## src/rtl/rca_ram.sv

```systemverilog
// Generic single-write, single-read synchronous RAM with registered read data.
// Depends on nothing.
`timescale 1ns / 1ps
`default_nettype none

module rca_ram #(
  parameter int unsigned DataW = 8,
  parameter int unsigned Depth = 16,
  localparam int unsigned AddrW = (Depth > 1) ? $clog2(Depth) : 1
) (
  input  wire logic             clk_i,
  input  wire logic             we_i,
  input  wire logic [AddrW-1:0] waddr_i,
  input  wire logic [DataW-1:0] wdata_i,
  input  wire logic             re_i,
  input  wire logic [AddrW-1:0] raddr_i,
  output logic      [DataW-1:0] rdata_o
);

  logic [DataW-1:0] mem [Depth];
  logic [DataW-1:0] rdata_q;

  always_ff @(posedge clk_i) begin
    if (we_i) begin
      mem[waddr_i] <= wdata_i;
    end
  end

  always_ff @(posedge clk_i) begin
    if (re_i) begin
      rdata_q <= mem[raddr_i];
    end
  end

  assign rdata_o = rdata_q;

endmodule

`default_nettype wire

```

## config.mk

```make
export PLATFORM = sky130hd
export DESIGN_NAME = rca_ram
export DESIGN_NICKNAME = d
export VERILOG_FILES = /design/src/rtl/rca_ram.sv
export SDC_FILE = /design/constraint.sdc
export NUM_CORES = 1
export LEC_CHECK = 0
export BUFFER_PORTS_ARGS = -buffer_cell sky130_fd_sc_hd__buf_2
export CELL_PAD_IN_SITES_DETAIL_PLACEMENT = 1
export CELL_PAD_IN_SITES_GLOBAL_PLACEMENT = 1
export CORE_MARGIN = 3
export CORE_UTILIZATION = 53
export CTS_CLUSTER_SIZE = 10
export DETAILED_ROUTE_END_ITERATION = 10
export PLACE_DENSITY_LB_ADDON = 0.1
export SYNTH_ARGS = -nofsm -noshare
export SYNTH_HDL_FRONTEND = slang
export SYNTH_SLANG_ARGS = --single-unit
```

## constraint.sdc

```tcl
create_clock -name clk_i -period 1.9 [get_ports clk_i]
set_input_delay 0.095 -clock clk_i [delete_from_list [all_inputs] [get_ports clk_i]]
set_output_delay 0.095 -clock clk_i [all_outputs]
set_load 0.02 [all_outputs]
```

=== After elaboration in Yosys (flattened, before gate mapping) ===
Memories as Yosys holds them, arrays and structs flattened. A register that Yosys moved wholly into a read port is not among the register bits.
Cells that the tools add are included.

* Memories kept: 1
* Input port bits: 19
* Logic and storage cells: 3
* Flip-flop bits (word level): 0
* Bits in writable memories: 128

* Mux-type cells: 2

{| class="wikitable"
|+ Memory list
! name !! words !! bits a word !! read ports !! clocked after memory_dff !! wr ports !! RTL line !! text
|-
| mem || 16 || 8 || 1 || 1 || 1 || 20 || <nowiki>logic [DataW-1:0] mem [Depth];</nowiki>
|}

{| class="wikitable"
|+ Operators with widths
! operator !! count
|-
| two-way mux 1 bit || 2
|}

=== Longest topological paths before layout ===
* Depth after elaboration: 2
* Depth in mapped cells: 5
* Mapped depth without buffers: 3

=== Worst setup path before layout ===
OpenSTA, ideal clock, no wires.

* Path type: input-to-reg
* From: input port waddr_i[2]
* To: memory mem[0][0], enable pin
* Slack: 0.312 ns
* Required time: 1.517 ns
* Cell stages on the path: 2
* Data arrival time: 1.205 ns
* Cell sequence: or3b_2 > nor3_1

{| class="wikitable"
|+ RTL lines
! what !! RTL line !! text
|-
| start, declared || 13 || <nowiki>input wire logic [AddrW-1:0] waddr_i,</nowiki>
|-
| end, declared || 20 ||
|}

Straight into the memory's write port.

==> summary.txt <==
Clock network
  – Clk buf depth: 2
  – Clock transition at path regs: roughly 0.060 ns
  – H-tree Lvls: 4
  – CTS tree: yes
  – Root Driver: clkbuf_8
  – Num CTS Buffers: 17
  – Worst skew pair latency: 0.51 ns
  – Post-CTS Setup Bufs: 0
  – Clock sinks: ~140

Timing
  – Max-slew violation count: 0
  – Final period util: 0.8234
  – F_max: ~640 MHz
  – Slew headroom: 0.5213
  – # setup viols final: 0
  – Final-report hold violation count: 0
  – Worst-Margin Slew: 0.7154 ns
  – Clock skew: 0.01114 ns
  – Minimum clock period: roughly 1.6 ns
  – RSZ-0062 raised after global routing: no
  – Total negative slack: 0 ns

Placed design
  – Final Wtd Congestion: around 0.72
  – Hpwl dp: 7073 um
  – # port buffers: 26
  – Area after DPL: between 0.005 and 0.006 sq mm

Cells and area
  – Final net count: between 300 and 400
  – Antenna diode count: 0
  – Commonest non-fill, non-tap cell in the layout: edfxtp_1
  – Synth-to-Final Area Change: 18.96%
  – Final Cell Area: 0.006218 sq mm
  – Share of post-route cells with drive strength above 1: 0.3180
  – Layout fillers: 773
  – Layout Utilization: 0.6605
  – Most frequent cells in the layout: edfxtp_1, buf_2, mux4_2, buf_4

Worst setup path
  – Type of the worst setup path: register to register
  – CP Buf/Inv Count: 0
  – WP depth: 3
  – Worst path required time: between 2 and 2.5 ns
  – Crit-path cells: mux4_1 > a22oi_1 > nand2_1
  – Critical-path maximum fanout: 1
  – Slowest CP cell: mux4_1
  – Worst reg-to-reg path cell count: 3
  – Critical path arrival: roughly 1.8 ns
  – Worst R2R Setup Slack: between 0.3 and 0.4 ns
  – Crit-path leading delay family: multiplexers
  – Element type at the critical path start: register
  – CP max stage delay: between 0.4 and 0.5 ns
  – Nature of the critical path endpoint: register

Detailed routing
  – DR pass1 iterations: 4
  – DR vias: approximately 2.5k
  – Post-route ant nets: 0
  – Initial drt markers: around 240
  – DR WL/cell: about 25 um
  – WL final: approximately 11000 um
  – DR vias/cell: approximately 5.7
  – Drc violations: 0

Hold path
  – Worst hold-check path type: input pin to register
  – Worst Hold Depth: 1

Floorplanning
  – I/O pin total: 27
  – FP Rows: 35
  – Die ar.: about 0.011 sq mm
  – DIE HEIGHT: roughly 110 um
  – Core area: between 0.009 and 0.01 sq mm
  – Initial core utilization: 0.5552
  – DIE WIDTH: between 100 and 150 um

Logic synthesis
  – Yosys reg bits: 136
  – Ranking of synthesized cells by area: edfxtp_1, mux4_2, mux4_1
  – Synth Area in Simple Gates: 0.03135
  – Synth Warn #: 0
  – Largest area contributor in the netlist: edfxtp_1
  – Synth Net Count: roughly 250
  – Netlist Area Pre-Place: roughly 0.0052 sq mm
  – Main combinational cell family by area after synthesis: multiplexers
  – Synth Area in Compound Gates: 0.02298
  – Top cell type's share of synthesized area: 0.7812
  – XOR/XNOR Fraction of Synth Area: 0
  – Cell variety after synth: 18
  – Post-synthesis mux area share: 0.1479
  – Syn avg cell area: between 20 and 25 sq um
  – Register area share after synthesis: 0.7812
  – Post-Synth Adder-Cell Area: 0
  – Cells after synthesis: 229

GRT
  – Initial antenna violation count: 0
  – Number of global-route vias before repair: around 2.7k
  – Largest net degree at the start of global routing: 21
  – Congestion Overflow GR: 0
  – Total track usage: 0.2154
  – First-pass GRT wire length: roughly 17000 um

Run status
  – Status: completed

Pwr
  – Static Leak: ~2.1 nW
  – Total power: between 6 and 7 mW
  – Worst vdd ir: roughly 500 uV
  – PD cells: about 1100 mW/mm^2

Flow run
  – Max-Cap Viols: 0
## final timing paths
kind	from	to
worst max-delay path	mem[8][3]	rdata_o[3]
worst min register to register	mem[2][5]	rdata_o[5]
worst max register to register	mem[8][3]	rdata_o[3]
worst min-delay path	wdata_i[4]	mem[14][4]
## Yosys cell counts (all sizes together)
cell type and n:
nor2 13, nor3 4, and2b 1, nand2b 2, buf 7, and2 1, nand3 1, clkdlybuf4s25 3
mux4 32, edfxtp 136, nand2 9, or3b 1, nor2b 1, nand3b 2, a22oi 16
## stage by stage
step	instances	hold slack [ns]	setup WS (ns)
finish	434	0.01626	0.3355
global route	434	0.01364	0.2886
global placement	395	0.4736	0.2279
floorplan	229	0.1939	0.3121
detailed placement	395	0.4782	0.1962
CTS	434	0.004280	0.3277
## repair_timing
action                                 in CTS  in global routing
gates resized for setup                     0                  0
setup endpoints to repair                   0                  0
endpoints found under the hold margin      77                  0
hold buffers                                7                  0
## layer usage
| metal | vias to the layer above | track usage | routed length [um] |
|---|---|---|---|
| met1 | 1287 | 0.3126 | 4810 |
| li1 | 1107 | - | - |
| met4 | 0 | 0.06467 | 42 |
| met2 | 73 | 0.3361 | 5395 |
| met3 | 4 | 0.04348 | 608 |
| met5 | - | 0 | 0 |
## registers in the layout, summed over array words and instances, names as in the netlist
signal and flops:
mem 128, rdata_o 8
## cells by family after synthesis
logic type / count (synthesis)
DFF: 136
AOI/OAI and AO/OA: 16
muxes: 32
buffers and inverters: 10
and+or+nand+nor: 35
## layout make-up
class                   instances  area, sq um  share of cell area
well taps                     129        161.4             0.02596
multi-input cells              83         1057              0.1700
clock inverters                14        102.6             0.01650
clock buffers                  18        417.9             0.06720
flip-flops and latches        136         4084              0.6567
repair buffers                 54        395.4             0.06358
## report_power, final
part	internal (mW)	total (mW)	switching [mW]
combinational	0.147	0.355	0.208
clock	1.61	2.83	1.22
sequential	3.38	3.40	0.0179
(Power assumes the default switching activity.)
